`src/hw/rtl/tmf_pkg.sv`:
```
// Shared constants and types for the trimmed mean filter.
package tmf_pkg;

   localparam int MAX_SAMPLES = 1024;
   localparam int SAMPLE_W    = 32;
   localparam int CNT_W       = $clog2(MAX_SAMPLES + 1);
   localparam int VAL_W       = SAMPLE_W + 1;
   localparam int SUM_W       = VAL_W + $clog2(MAX_SAMPLES);
   localparam int STEP_W      = $clog2(SUM_W);
   localparam int REM_W       = CNT_W + 1;
   localparam int REQ_TDATA_W = ((SAMPLE_W + 7) / 8) * 8;
   localparam int RSP_TDATA_W = ((SAMPLE_W + CNT_W + 7) / 8) * 8;

   typedef struct packed {
      logic signed [SUM_W-1:0] sum;
      logic signed [VAL_W-1:0] largest;
      logic signed [VAL_W-1:0] smallest;
      logic [CNT_W-1:0]        count;
      logic                    saturated;
   } tmf_stats_type;

endpackage

```
`src/hw/rtl/tmf_accum.sv`:
```
// Per-set running sum, maximum, minimum and saturating sample count.
module tmf_accum (
   input  logic                         clock,
   input  logic                         reset,
   input  logic                         sample_valid,
   input  logic [tmf_pkg::SAMPLE_W-1:0] sample,
   input  logic                         signed_mode,
   input  logic                         clear,
   output tmf_pkg::tmf_stats_type       stats
);
   import tmf_pkg::*;

   tmf_stats_type           stats_ff;
   tmf_stats_type           stats_in;
   logic signed [VAL_W-1:0] value;
   logic                    full;

   // widen per the mode in force for this sample
   assign value = {signed_mode & sample[SAMPLE_W-1], sample};
   assign full  = (stats_ff.count >= CNT_W'(MAX_SAMPLES));

   always_comb begin
      stats_in = stats_ff;
      if (clear) begin
         stats_in = '0;
      end else if (sample_valid) begin
         if (full) begin
            stats_in.saturated = 1'b1;
         end else begin
            if (stats_ff.count == '0) begin
               stats_in.largest  = value;
               stats_in.smallest = value;
            end else begin
               if (value > stats_ff.largest) begin
                  stats_in.largest = value;
               end
               if (value < stats_ff.smallest) begin
                  stats_in.smallest = value;
               end
            end
            stats_in.sum   = stats_ff.sum + SUM_W'(value);
            stats_in.count = stats_ff.count + CNT_W'(1);
         end
      end
   end

   always_ff @(posedge clock) begin
      if (reset) begin
         stats_ff <= '0;
      end else begin
         stats_ff <= stats_in;
      end
   end

   assign stats = stats_ff;

endmodule

```
`src/hw/rtl/tmf_divider.sv`:
```
// Restoring divider, one quotient bit per cycle, truncating toward zero.
module tmf_divider (
   input  logic                                clock,
   input  logic                                reset,
   input  logic                                start,
   input  logic signed [tmf_pkg::SUM_W-1:0]    dividend,
   input  logic [tmf_pkg::CNT_W-1:0]           divisor,
   input  logic                                take,
   output logic                                done,
   output logic [tmf_pkg::SAMPLE_W-1:0]        quotient
);
   import tmf_pkg::*;

   logic                busy_ff, busy_in;
   logic                done_ff, done_in;
   logic [STEP_W-1:0]   step_ff, step_in;
   logic [SUM_W-1:0]    num_ff, num_in;
   logic [CNT_W-1:0]    rem_ff, rem_in;
   logic [CNT_W-1:0]    den_ff, den_in;
   logic [SAMPLE_W-1:0] quo_ff, quo_in;
   logic                neg_ff, neg_in;
   logic [REM_W-1:0]    shifted;
   logic [REM_W-1:0]    diff;
   logic                fits;

   assign shifted = {rem_ff, num_ff[SUM_W-1]};
   assign diff    = shifted - {1'b0, den_ff};
   assign fits    = (shifted >= {1'b0, den_ff});

   always_comb begin
      busy_in = busy_ff;
      done_in = done_ff;
      step_in = step_ff;
      num_in  = num_ff;
      rem_in  = rem_ff;
      den_in  = den_ff;
      quo_in  = quo_ff;
      neg_in  = neg_ff;
      if (take) begin
         done_in = 1'b0;
      end
      if (start) begin
         // work on the magnitude, fix the sign at the end
         neg_in  = dividend[SUM_W-1];
         num_in  = dividend[SUM_W-1] ? SUM_W'(-dividend) : SUM_W'(dividend);
         rem_in  = '0;
         den_in  = divisor;
         quo_in  = '0;
         step_in = STEP_W'(SUM_W - 1);
         busy_in = 1'b1;
         done_in = 1'b0;
      end else if (busy_ff) begin
         num_in = {num_ff[SUM_W-2:0], 1'b0};
         rem_in = fits ? diff[CNT_W-1:0] : shifted[CNT_W-1:0];
         quo_in = {quo_ff[SAMPLE_W-2:0], fits};
         if (step_ff == '0) begin
            busy_in = 1'b0;
            done_in = 1'b1;
         end else begin
            step_in = step_ff - STEP_W'(1);
         end
      end
   end

   always_ff @(posedge clock) begin
      if (reset) begin
         busy_ff <= 1'b0;
         done_ff <= 1'b0;
      end else begin
         busy_ff <= busy_in;
         done_ff <= done_in;
      end
   end

   always_ff @(posedge clock) begin
      step_ff <= step_in;
      num_ff  <= num_in;
      rem_ff  <= rem_in;
      den_ff  <= den_in;
      quo_ff  <= quo_in;
      neg_ff  <= neg_in;
   end

   assign done     = done_ff;
   assign quotient = neg_ff ? (-quo_ff) : quo_ff;

endmodule

```
`src/hw/rtl/trimmed_mean_filter.sv`:
```
// Trimmed mean filter: averages a set of samples with largest and smallest dropped.
// Throughput: one sample request per cycle inside a set; after a closing sample,
//   requests are held off while the set closes and, for a set of three or more
//   samples, while the bit-serial divider runs and until the output stage is free.
// Sets of two or fewer samples give no result; others pass ST_START and ST_DIVIDE.
// Reset: synchronous, active high; clears set state, signed mode and output valid.
module trimmed_mean_filter (
   input  logic                               clock,
   input  logic                               reset,
   // request: tdata = sample[31:0]; tlast = last
   input  logic                               req_tvalid,
   output logic                               req_tready,
   input  logic [tmf_pkg::REQ_TDATA_W-1:0]    req_tdata,
   input  logic                               req_tlast,
   // result: tdata = mean[31:0], sample_count[42:32], zero fill; tuser = overflow
   output logic                               rsp_tvalid,
   input  logic                               rsp_tready,
   output logic [tmf_pkg::RSP_TDATA_W-1:0]    rsp_tdata,
   output logic                               rsp_tuser,
   // configuration: signed_mode
   input  logic                               csr_wr_en,
   input  logic                               csr_wr_data
);
   import tmf_pkg::*;

   typedef enum logic [3:0] {
      ST_ACCUM  = 4'b0001,
      ST_CLOSE  = 4'b0010,
      ST_START  = 4'b0100,
      ST_DIVIDE = 4'b1000
   } state_type;

   state_type               state_ff, state_in;
   logic                    signed_mode_ff;
   logic                    req_accept;
   logic                    acc_clear;
   tmf_stats_type           stats;
   logic signed [SUM_W-1:0] trimmed_ff, trimmed_in;
   logic [CNT_W-1:0]        count_ff, count_in;
   logic                    sat_ff, sat_in;
   logic                    div_start;
   logic                    div_take;
   logic                    div_done;
   logic [SAMPLE_W-1:0]     div_quotient;
   logic                    rsp_valid_ff, rsp_valid_in;
   logic [SAMPLE_W-1:0]     rsp_mean_ff;
   logic [CNT_W-1:0]        rsp_count_ff;
   logic                    rsp_over_ff;
   logic                    rsp_free;

   assign req_tready = (state_ff == ST_ACCUM);
   assign req_accept = req_tvalid & req_tready;
   assign rsp_free   = ~rsp_valid_ff | rsp_tready;

   // mode register; user must write only while idle; the block does not enforce it
   always_ff @(posedge clock) begin
      if (reset) begin
         signed_mode_ff <= 1'b0;
      end else if (csr_wr_en) begin
         signed_mode_ff <= csr_wr_data;
      end
   end

   tmf_accum u_accum (
      .clock       (clock),
      .reset       (reset),
      .sample_valid(req_accept),
      .sample      (req_tdata[SAMPLE_W-1:0]),
      .signed_mode (signed_mode_ff),
      .clear       (acc_clear),
      .stats       (stats)
   );

   tmf_divider u_divider (
      .clock   (clock),
      .reset   (reset),
      .start   (div_start),
      .dividend(trimmed_ff),
      .divisor (count_ff),
      .take    (div_take),
      .done    (div_done),
      .quotient(div_quotient)
   );

   // sequencer: accumulate, close the set, run the divider, hand off the result
   always_comb begin
      state_in     = state_ff;
      acc_clear    = 1'b0;
      div_start    = 1'b0;
      div_take     = 1'b0;
      trimmed_in   = trimmed_ff;
      count_in     = count_ff;
      sat_in       = sat_ff;
      rsp_valid_in = rsp_valid_ff & ~rsp_tready;
      unique case (state_ff)
         ST_ACCUM: begin
            if (req_accept && req_tlast) begin
               state_in = ST_CLOSE;
            end
         end
         ST_CLOSE: begin
            // stats now include the closing sample; drop short sets
            acc_clear = 1'b1;
            if (stats.count <= CNT_W'(2)) begin
               state_in = ST_ACCUM;
            end else begin
               trimmed_in = stats.sum - SUM_W'(stats.largest) - SUM_W'(stats.smallest);
               count_in   = stats.count;
               sat_in     = stats.saturated;
               state_in   = ST_START;
            end
         end
         ST_START: begin
            div_start = 1'b1;
            state_in  = ST_DIVIDE;
         end
         ST_DIVIDE: begin
            // hold the quotient in the divider until the output stage is free
            if (div_done && rsp_free) begin
               div_take     = 1'b1;
               rsp_valid_in = 1'b1;
               state_in     = ST_ACCUM;
            end
         end
         default: begin
            state_in = ST_ACCUM;
         end
      endcase
   end

   always_ff @(posedge clock) begin
      if (reset) begin
         state_ff     <= ST_ACCUM;
         rsp_valid_ff <= 1'b0;
      end else begin
         state_ff     <= state_in;
         rsp_valid_ff <= rsp_valid_in;
      end
   end

   always_ff @(posedge clock) begin
      trimmed_ff <= trimmed_in;
      // divisor is count - 2; the result adds 2 back for the count
      if (state_ff == ST_CLOSE) begin
         count_ff <= count_in - CNT_W'(2);
      end
      sat_ff <= sat_in;
      if (div_take) begin
         rsp_mean_ff  <= div_quotient;
         rsp_count_ff <= count_ff + CNT_W'(2);
         rsp_over_ff  <= sat_ff;
      end
   end

   assign rsp_tvalid = rsp_valid_ff;
   assign rsp_tdata  = RSP_TDATA_W'({rsp_count_ff, rsp_mean_ff});
   assign rsp_tuser  = rsp_over_ff;

endmodule
```
`config.mk`:
```
export PLATFORM = sky130hd
export DESIGN_NAME = trimmed_mean_filter
export DESIGN_NICKNAME = d
export VERILOG_FILES = /design/src/hw/rtl/tmf_pkg.sv /design/src/hw/rtl/tmf_accum.sv /design/src/hw/rtl/tmf_divider.sv /design/src/hw/rtl/trimmed_mean_filter.sv
export SDC_FILE = /design/constraint.sdc
export NUM_CORES = 1
export LEC_CHECK = 0
export BUFFER_PORTS_ARGS = -buffer_cell sky130_fd_sc_hd__buf_2
export CORE_MARGIN = 1
export CORE_UTILIZATION = 60
export DETAILED_ROUTE_END_ITERATION = 10
export GPL_TIMING_DRIVEN = 0
export PLACE_DENSITY = 0.75
export SYNTH_ARGS = -nofsm -noshare
export SYNTH_HDL_FRONTEND = slang
export SYNTH_SLANG_ARGS = --single-unit
```
`constraint.sdc`:
```
create_clock -name clock -period 5.3 [get_ports clock]
set_input_delay 0.265 -clock clock [delete_from_list [all_inputs] [get_ports clock]]
set_output_delay 0.265 -clock clock [all_outputs]
set_load 0.01 [all_outputs]
```
## Yosys cells after proc, flatten, opt, wreduce, memory -nomap -nowiden

Cells that the tools add are included.

| word-level totals | value |
|---|---|
| bits in registers | 332 |
| logic and storage cells | 94 |

| operators by class | value |
|---|---|
| $lt $le $gt $ge | 5 |
| muxes and demuxes | 26 |
| reductions and logical operators | 16 |
| eq/ne operators | 6 |
| add/subtract/negate cells | 10 |
| bitwise operators | 9 |

Operator list:

| cell | count |
|---|---|
| 43-bit two-way mux | 3 |
| 43-bit by 33-bit subtractor with 43-bit output | 2 |
| 33-bit two-way mux | 2 |
| 66-bit two-way mux | 1 |
| 43-bit by 33-bit adder with 43-bit output | 1 |
| 43-bit negation | 1 |
| 33-bit greater-than comparator | 1 |
| 33-bit less-than comparator | 1 |
| 11-bit two-way mux | 3 |
| 32-bit two-way mux | 1 |
| 32-bit negation | 1 |
| 4-bit case mux with 4 select lines | 1 |
| 12-bit by 11-bit greater-or-equal comparator with 1-bit output | 1 |
| 1-bit two-way mux | 12 |
| 11-bit by 1-bit adder with 11-bit output (second input constant) | 1 |
| 11-bit by 2-bit adder with 11-bit output (second input constant) | 1 |
| 11-bit greater-or-equal comparator (second input constant) | 1 |
| 11-bit by 2-bit less-or-equal comparator with 1-bit output (second input constant) | 1 |
| 11-bit logical NOT | 1 |
| 11-bit subtractor | 1 |
| 11-bit by 2-bit subtractor with 11-bit output (second input constant) | 1 |
| 2-bit AND reduction | 5 |
| 4-bit two-way mux | 2 |
| 6-bit logical NOT | 1 |
| 15 further kinds | 26 |

## Longest topological paths before layout

Gate-level depths: netlist of run 1.

| logic depth | value |
|---|---|
| depth in word-level cells | 8 |
| depth in mapped cells | 16 |

## Hierarchy

A second synthesis of run 1 with hierarchy kept.

| second synthesis, totals | value |
|---|---|
| cells, all modules | 2351 |
| area, all modules | 22024.9 um^2 |

By module, submodules not included:

| module | cells an instance | times used | area each (um^2) |
|---|---|---|---|
| tmf_accum | 972 | 1 | 8227.9 |
| trimmed_mean_filter | 712 | 1 | 7604.8 |
| tmf_divider | 667 | 1 | 6192.2 |

## Worst setup path before layout of run 1

Ideal clock, no wire load.

| timing | value |
|---|---|
| path kind | register to register |
| from | register state_ff[0] |
| to | register count_ff[4] (data pin) |
| required time | 5.032 ns |
| path slack | 0.698 ns |
| stages on the path, launching flop included | 7 |
| arrival | 4.334 ns |
| path through | dfxtp_1 > nor4b_1 > o21a_1 > clkbuf_1 > clkbuf_1 > mux2i_1 > xor2_1 |

| between the ends | value |
|---|---|
| word-level cells in the longest chain between the ends | 3 |

RTL lines:

| item | line | RTL |
|---|---|---|
| start: declaration | trimmed_mean_filter.sv:33 | `state_type state_ff, state_in;` |
| start signal: assignment | trimmed_mean_filter.sv:136 | `state_ff <= state_in;` |
| 4-bit by 2-bit == test with 1-bit output | trimmed_mean_filter.sv:95 | `unique case (state_ff)` |
| 11-bit two-way mux | trimmed_mean_filter.sv:95 |  |
| 11-bit by 2-bit subtractor with 11-bit output | trimmed_mean_filter.sv:145 | `count_ff <= count_in - CNT_W'(2);` |
| end signal: assignment | trimmed_mean_filter.sv:145 |  |
| end: declaration | trimmed_mean_filter.sv:39 | `logic [CNT_W-1:0] count_ff, count_in;` |

No other way between the ends.
A chain may end at the register's enable or synchronous reset.

## Worst setup path after layout of run 1

| timing | value |
|---|---|
| from | register u_accum.stats_ff, in the netlist u_accum.stats[45] |
| to | register trimmed_ff[42] (data pin) |

| between the ends | value |
|---|---|
| word-level cells in the longest chain between the ends | 2 |

RTL lines:

| item | line | RTL |
|---|---|---|
| start: declaration | tmf_accum.sv:13 | `tmf_stats_type stats_ff;` |
| start signal: assignment | tmf_accum.sv:51 | `stats_ff <= stats_in;` |
| 43-bit by 33-bit subtractor with 43-bit output (2 in a row) | trimmed_mean_filter.sv:107 | `trimmed_in = stats.sum - SUM_W'(stats.largest) - SUM_W'(stats.smallest);` |
| end signal: assignment | trimmed_mean_filter.sv:142 | `trimmed_ff <= trimmed_in;` |
| end: declaration | trimmed_mean_filter.sv:38 | `logic signed [SUM_W-1:0] trimmed_ff, trimmed_in;` |

No other way between the ends.

==> results of run 1 <==
==> worst paths after layout <==
path | startpoint | endpoint | cells after the start
worst max-delay path | u_accum.stats[45] | trimmed_ff[42] | 16
worst min-delay path | req_tdata[4] | u_accum.stats[16] | 3
worst max register to register | u_accum.stats[45] | trimmed_ff[42] | 16
worst min register to register | u_accum.stats[0] | sat_ff | 0
==> repair_timing <==
item | CTS | global route
hold buffers | 8 | 0
buffers inserted | 0 | 0
endpoints found under the hold margin | 8 | 0
==> cell usage after synthesis (24+ instances only) <==
cell type	number	share of area (%)
nor2_1	187	3.3
xor2_1	81	3.4
a21oi_1	175	4.2
edfxtp_1	154	22
inv_1	137	2.4
clkbuf_1	76	1.4
nand2b_1	24	0.71
xnor2_1	93	3.9
o31ai_1	28	1.0
nand4_1	33	0.98
ha_1	172	10
fa_1	44	4.2
nand3_1	66	1.6
a21o_1	79	2.8
nor3_1	24	0.57
mux2i_1	80	3.8
nand2_1	190	3.4
dfxtp_1	178	17
o21ai_0	174	4.1
==> area by class of cell <==
class | count | area share (%)
Tap cell | 455 | 2.41
Multi-Input combinational cell | 1706 | 51.1
Sequential cell | 332 | 34.7
Clock buffer | 51 | 4.58
Timing Repair Buffer | 94 | 2.30
Buffer | 88 | 1.49
Clock inverter | 19 | 1.15
Inverter | 138 | 2.20
==> power by group <==
part | switching [mW] | leakage (nW) | internal (mW)
clock network | 1.09 | 0.653 | 1.73
logic | 4.35 | 6.15 | 3.08
registers | 0.250 | 2.84 | 3.34
total | 5.69 | 9.64 | 8.15
==> cell families (layout without fill, tap and decap cells) <==
kind of cell    Yosys count  count (layout)  synth area share [%]
other cells               1               5                0.0178
fa+ha+maj               216             216                  14.4
simple gates            634             634                  14.2
flops                   332             332                  38.8
compound gates          595             595                  17.3
mux                      82              82                  3.90
buf+inv                 226             390                  4.11
xor+xnor                174             174                  7.23
==> worst min-delay path, stage by stage <==
cell and delay, ps:
buf_2 140, nand3_1 70, a21oi_1 60
==> sequential cells by signal (all words and copies together) (netlist names), 4 cells and up <==
register           cells
trimmed_ff            43
u_divider.quo_ff      32
u_divider.num_ff      43
rsp_count_ff          11
rsp_mean_ff           32
state_ff               4
u_divider.den_ff      11
u_divider.step_ff      6
count_ff              11
u_accum.stats        121
u_divider.rem_ff      11
==> layer usage <==
layer | global-route usage (%) | up-vias | wire length [um]
li1 | - | 8377 | -
met1 | 41.8 | 8162 | 24400
met2 | 48.1 | 538 | 24100
met3 | 3.86 | 87 | 3240
met4 | 9.06 | 0 | 1150
met5 | 0 | - | 0
==> out/results.tsv, run 1 <==
stage	metric	value	unit
yosys	Syn Area/Cell	9.33	um2
sta	setup repair after global routing missed its margin	false	
critical_path	WP data arrival	4830	ps
finish	sequential standard cell area	0.00819	mm2
placed_design	dpl cell area	0.0221	mm2
yosys	mapped cell area	0.0211	mm2
floorplanning	die height	189	um
sta	relative slew slack	19.6	%
sta	hold_ws	23.7	ps
route	DR WL/cell	18.3	um
floorplanning	die extent in x	189	um
global_route	largest net degree at the start of global routing	44	
clocking	worst skew pair latency	570	ps
pwr	Tot Pwr	13.8	mW
global_route	first-pass GRT wire length	85000	um
clocking	CTS tree	done	
route	vias	17200	
sta	Worst-Margin Slew	1180	ps
yosys	Main synth FF type	dfxtp_1	
critical_path	Critical Path Max Stage Delay	600	ps
global_route	gr usage total	29.8	%
sta	Worst Slack Setup Final	772	ps
yosys	async set-or-reset flop fraction in the synthesized netlist	0	%
placed_design	Final HPWL DP	40500	um
global_route	initial antenna violation count	0	
critical_path	Buf/Inv on CP	2	
floorplanning	initial core utilization	61.0	%
route	WL final	52900	um
finish	share of post-route cells with drive strength above 1	7.41	%
finish	fin cells	2883	
clocking	post-cts resize count	0	
critical_path	worst setup path class	reg2reg	
yosys	#FFs+latches synth	332	
critical_path	CP Cell Sequence	inv_1 > fa_1 > inv_1 > ha_1 > or2_2 > fa_1 > a21o_1 > a211oi_1 > nor2_1 > o21a_1 > o2111ai_1 > a21oi_1 > a21oi_1 > o21ba_2 > a31oi_1 > xnor2_1	
placed_design	dpl ws	869	ps
placed_design	number of instances in the placed design	2805	
pwr	Max VDD drop	0.420	mV
yosys	register area share after synthesis	38.8	%
pwr	Static Leak	9.64	nW
flow_run	maxcap violations	0	
placed_design	Buffers on Ports	83	
sta	final setup TNS	0	ps
critical_path	startpoint types	register	
critical_path	R2R Setup Slk	770	ps
sta	Final Skew	24.3	ps
yosys	Post-synth EDFFs	154	
clocking	clock net sink count	332	
clocking	cts bufs inserted	38	
route	Via density	5.95	
sta	final setup fails	0	
critical_path	CP max FO	5	
yosys	Synth Warn #	0	
finish	fin util	68.3	%
finish	commonest non-fill, non-tap cells in the layout	nand2_1, nor2_1, dfxtp_1	
run_status	status	complete, no violations	
yosys	Synth Instances	2260	
placed_design	routability cong.	0.910	
clocking	Clock Pin Slew Worst Setup and Hold Paths	60	ps
critical_path	Max stage delay cell, worst path	fa_1	
floorplanning	I/O Pins	90	
finish	final net count	2653	
critical_path	Worst path top cell family by delay	compound AO/OA/AOI/OAI gates	
pwr	power density over the cells	587	mW/mm2
sta	period utilisation layout	85.4	%
route	DRC	0	
global_route	aggregate global routing overflow	0	
finish	cell area after layout	0.0236	mm2
worst_hold_path	Hold WC Path Type	in2reg	
finish	diode count	0	
floorplanning	total core area	0.0345	mm2
route	1st-iter DRT viols	1446	
sta	Final min period	4530	ps
finish	Fillers	2749	
finish	commonest non-fill, non-tap cell in the layout	nand2_1	
floorplanning	Core Rows	68	
critical_path	Critical Path End Type	register	
sta	Max Slew Vio Count	0	
critical_path	Critical Path RT	5610	ps
route	TritonRoute pass-1 iters	7	
finish	area occupied by multi-input gates	0.0121	mm2
route	ANT nets after route	0	
clocking	htree depth	2	
finish	Area growth syn-to-layout	11.8	%
sta	Highest Clock Rate	221	MHz
global_route	vias in the first global route	16500	
yosys	Synth cell types	68	
clocking	Max clock buf depth	3	
floorplanning	DIE AREA	0.0359	mm2
clocking	CTS Root Cell	clkbuf_16	
sta	Final Hold Vio Count	0	
(Power assumes the default switching activity.)
==> run 2, diff against run 1 <==
Settings changed: SLEW_MARGIN set to 20, SYNTH_HIERARCHICAL set to 1.
Clock period 5.3 ns to 5.4 ns, I/O delays scaled along.
==> out/results.tsv, run 2 <==
stage	metric	value	unit
placed_design	routability cong.	0.934	
clocking	clock net sink count	332	
yosys	XOR/XNOR Fraction of Synth Area	7.16	%
sta	final setup TNS	0	ps
floorplanning	total core area	0.0358	mm2
sta	Final Hold Vio Count	0	
route	1st-iter DRT viols	1382	
yosys	Post-synth EDFFs	154	
finish	final net count	2738	
global_route	initial antenna violation count	0	
yosys	Syn Area/Cell	9.37	um2
sta	Final Skew	13.4	ps
yosys	post-synth top area share	21.0	%
sta	Max Slew Vio Count	0	
sta	relative slew slack	32.1	%
pwr	Max VDD drop	0.218	mV
yosys	mapped cell area	0.0220	mm2
route	WL final	53500	um
yosys	top post-synthesis cells by count	nor2_1, a21oi_1, inv_1	
finish	Area growth syn-to-layout	10.5	%
clocking	htree depth	2	
critical_path	WP data arrival	4250	ps
sta	Highest Clock Rate	252	MHz
critical_path	R2R Path Start	state_ff[1]	
yosys	Synth Area in Compound Gates	16.9	%
finish	diode count	0	
sta	setup repair after global routing missed its margin	false	
sta	Worst-Margin Slew	1020	ps
route	vias	17700	
floorplanning	DIE AREA	0.0375	mm2
placed_design	dpl ws	1090	ps
finish	Top Registers	u_accum/stats x121, trimmed_ff x43, u_divider/num_ff x43	
worst_hold_path	end point of the worst hold path	u_accum/stats[24]	
yosys	mux cell area share after synthesis	5.10	%
critical_path	worst setup path class	reg2reg	
pwr	Tot Pwr	8.57	mW
sta	final setup fails	0	
global_route	vias in the first global route	17100	
clocking	post-cts resize count	0	
global_route	gr usage total	28.5	%
finish	largest register by flop count	u_accum/stats	
sta	Final min period	3970	ps
sta	Worst Slack Setup Final	1430	ps
yosys	Synth Instances	2351	
clocking	worst skew pair latency	560	ps
placed_design	Final HPWL DP	41200	um
route	TritonRoute pass-1 iters	6	
route	ANT nets after route	0	
yosys	Synth cell types	96	
yosys	ranking of synthesized cells by area	edfxtp_1, dfxtp_1, ha_1	
floorplanning	I/O Pins	90	
route	Via density	5.97	
worst_hold_path	Hold WC Path Type	in2reg	
worst_hold_path	Worst Hold Depth	3	
run_status	status	complete, no violations	
clocking	CTS Root Cell	clkbuf_16	
pwr	power density over the cells	352	mW/mm2
floorplanning	die height	194	um
placed_design	Buffers on Ports	84	
global_route	first-pass GRT wire length	86600	um
critical_path	startpoint types	register	
finish	fin util	67.9	%
global_route	aggregate global routing overflow	0	
yosys	Adder-Cell Fraction of Synth Area	13.7	%
pwr	Static Leak	10.2	nW
yosys	Synth Warn #	6	
clocking	Max clock buf depth	3	
flow_run	maxcap violations	0	
yosys	simple-gate share of the synthesized area	14.6	%
critical_path	Critical Path RT	5680	ps
yosys	Main synth FF type	dfxtp_1	
finish	commonest non-fill, non-tap cells in the layout	nor2_1, a21oi_1, inv_1	
floorplanning	Core Rows	69	
worst_hold_path	Hold Crit Start	req_tdata[12]	
sta	period utilisation layout	73.5	%
floorplanning	initial core utilization	61.5	%
yosys	#FFs+latches synth	332	
clocking	cts bufs inserted	37	
finish	commonest non-fill, non-tap cell in the layout	nor2_1	
global_route	largest net degree at the start of global routing	55	
critical_path	CP max FO	54	
critical_path	worst reg2reg path depth	11	
finish	number of flip-flops in the largest register	121	
critical_path	Worst R2R End	count_ff[9]	
yosys	async set-or-reset flop fraction in the synthesized netlist	0	%
route	DRC	0	
yosys	largest family of logic cells by synthesized area	compound AO/OA/AOI/OAI gates	
clocking	CTS tree	done	
yosys	cell with the most instances after synthesis	nor2_1	
route	DR WL/cell	18.0	um
clocking	Clock Pin Slew Worst Setup and Hold Paths	60	ps
finish	share of post-route cells with drive strength above 1	8.49	%
floorplanning	die extent in x	194	um
critical_path	Critical Path End Type	register	
yosys	register area share after synthesis	37.2	%
yosys	most area-hungry cell type in the Yosys netlist	edfxtp_1	
critical_path	R2R Setup Slk	1430	ps
run 2: cell count changes after synthesis, moves of 15 or more:
| cell | delta |
|---|---|
| a22o_1 | +15 |
| inv_1 | +51 |
| mux2i_1 | +31 |
| nand2_1 | -38 |
| nand3_1 | -29 |
| nor2_1 | +70 |
| o21ai_0 | -98 |
| o21ai_1 | +17 |
run 2: layout make-up:
| cell class | count | area [um2] |
|---|---|---|
| buffer | 98 | 458 |
| timing repair buffer | 90 | 480 |
| sequential | 332 | 8190 |
| clock inverter | 19 | 245 |
| inverter | 191 | 717 |
| fill | 2877 | 11500 |
| multi-input combinational | 1734 | 12700 |
| tap | 461 | 577 |
| clock buffer | 46 | 970 |
run 2: metrics by stage:
step                std cells  hold WS [ps]  area, um2
CTS                      2971          13.2      24300
global placement         2900           430      23000
detailed placement       2903           433      23100
global route             2971          48.0      24300
floorplan                2355           339      22000
finish                   2971          27.4      24300
run 2: how the worst max path moves through the flow:
stage | from | to | slack [ps]
2_1_floorplan | state_ff[3] | count_ff[9] | 1670
3_3_place_gp | state_ff[3] | u_divider/num_ff[8] | 540
3_5_place_dp | state_ff[1] | count_ff[9] | 1090
4_1_cts | state_ff[1] | count_ff[9] | 1070
5_1_grt | state_ff[1] | count_ff[9] | 1210
6_report | state_ff[1] | count_ff[9] | 1430
run 2: logic make-up after synthesis:
kind of cell / Yosys count
compound gates: 555
xor+xnor: 180
fa+ha+maj: 215
buf+inv: 289
flops: 332
mux: 112
other cells: 1
simple gates: 667
run 2: where the power goes:
| group | switching (mW) | internal, mW | total [mW] |
|---|---|---|---|
| combinational | 1.81 | 1.25 | 3.06 |
| sequential | 0.0969 | 2.84 | 2.94 |
| clock | 1.05 | 1.52 | 2.57 |
run 2: worst max-delay path: stages, from the launching register on:
cell and delay [ps]:
dfxtp_1 430, nor4b_4 730, inv_1 90, a31oi_1 230, buf_2 290, buf_4 580
mux2i_1 300, ha_1 270, nand2_1 150, nor4_1 270, xnor2_1 210, mux2i_1 130
run 2: timing repair:
| item | 4_1_cts | 5_1_grt |
|---|---|---|
| setup buffers | 0 | 0 |
| setup endpoints to repair | 0 | 0 |
| hold buffers | 3 | 0 |
| hold endpoints to repair | 2 | 0 |
run 2: metal layers:
| layer | vias up | global-route usage [%] | share of wire, % |
|---|---|---|---|
| li1 | 8642 | - | - |
| met1 | 8424 | 38.3 | 45 |
| met2 | 561 | 47.3 | 47 |
| met3 | 112 | 3.24 | 5.0 |
| met4 | 0 | 10.9 | 3.1 |
| met5 | - | 0 | 0 |
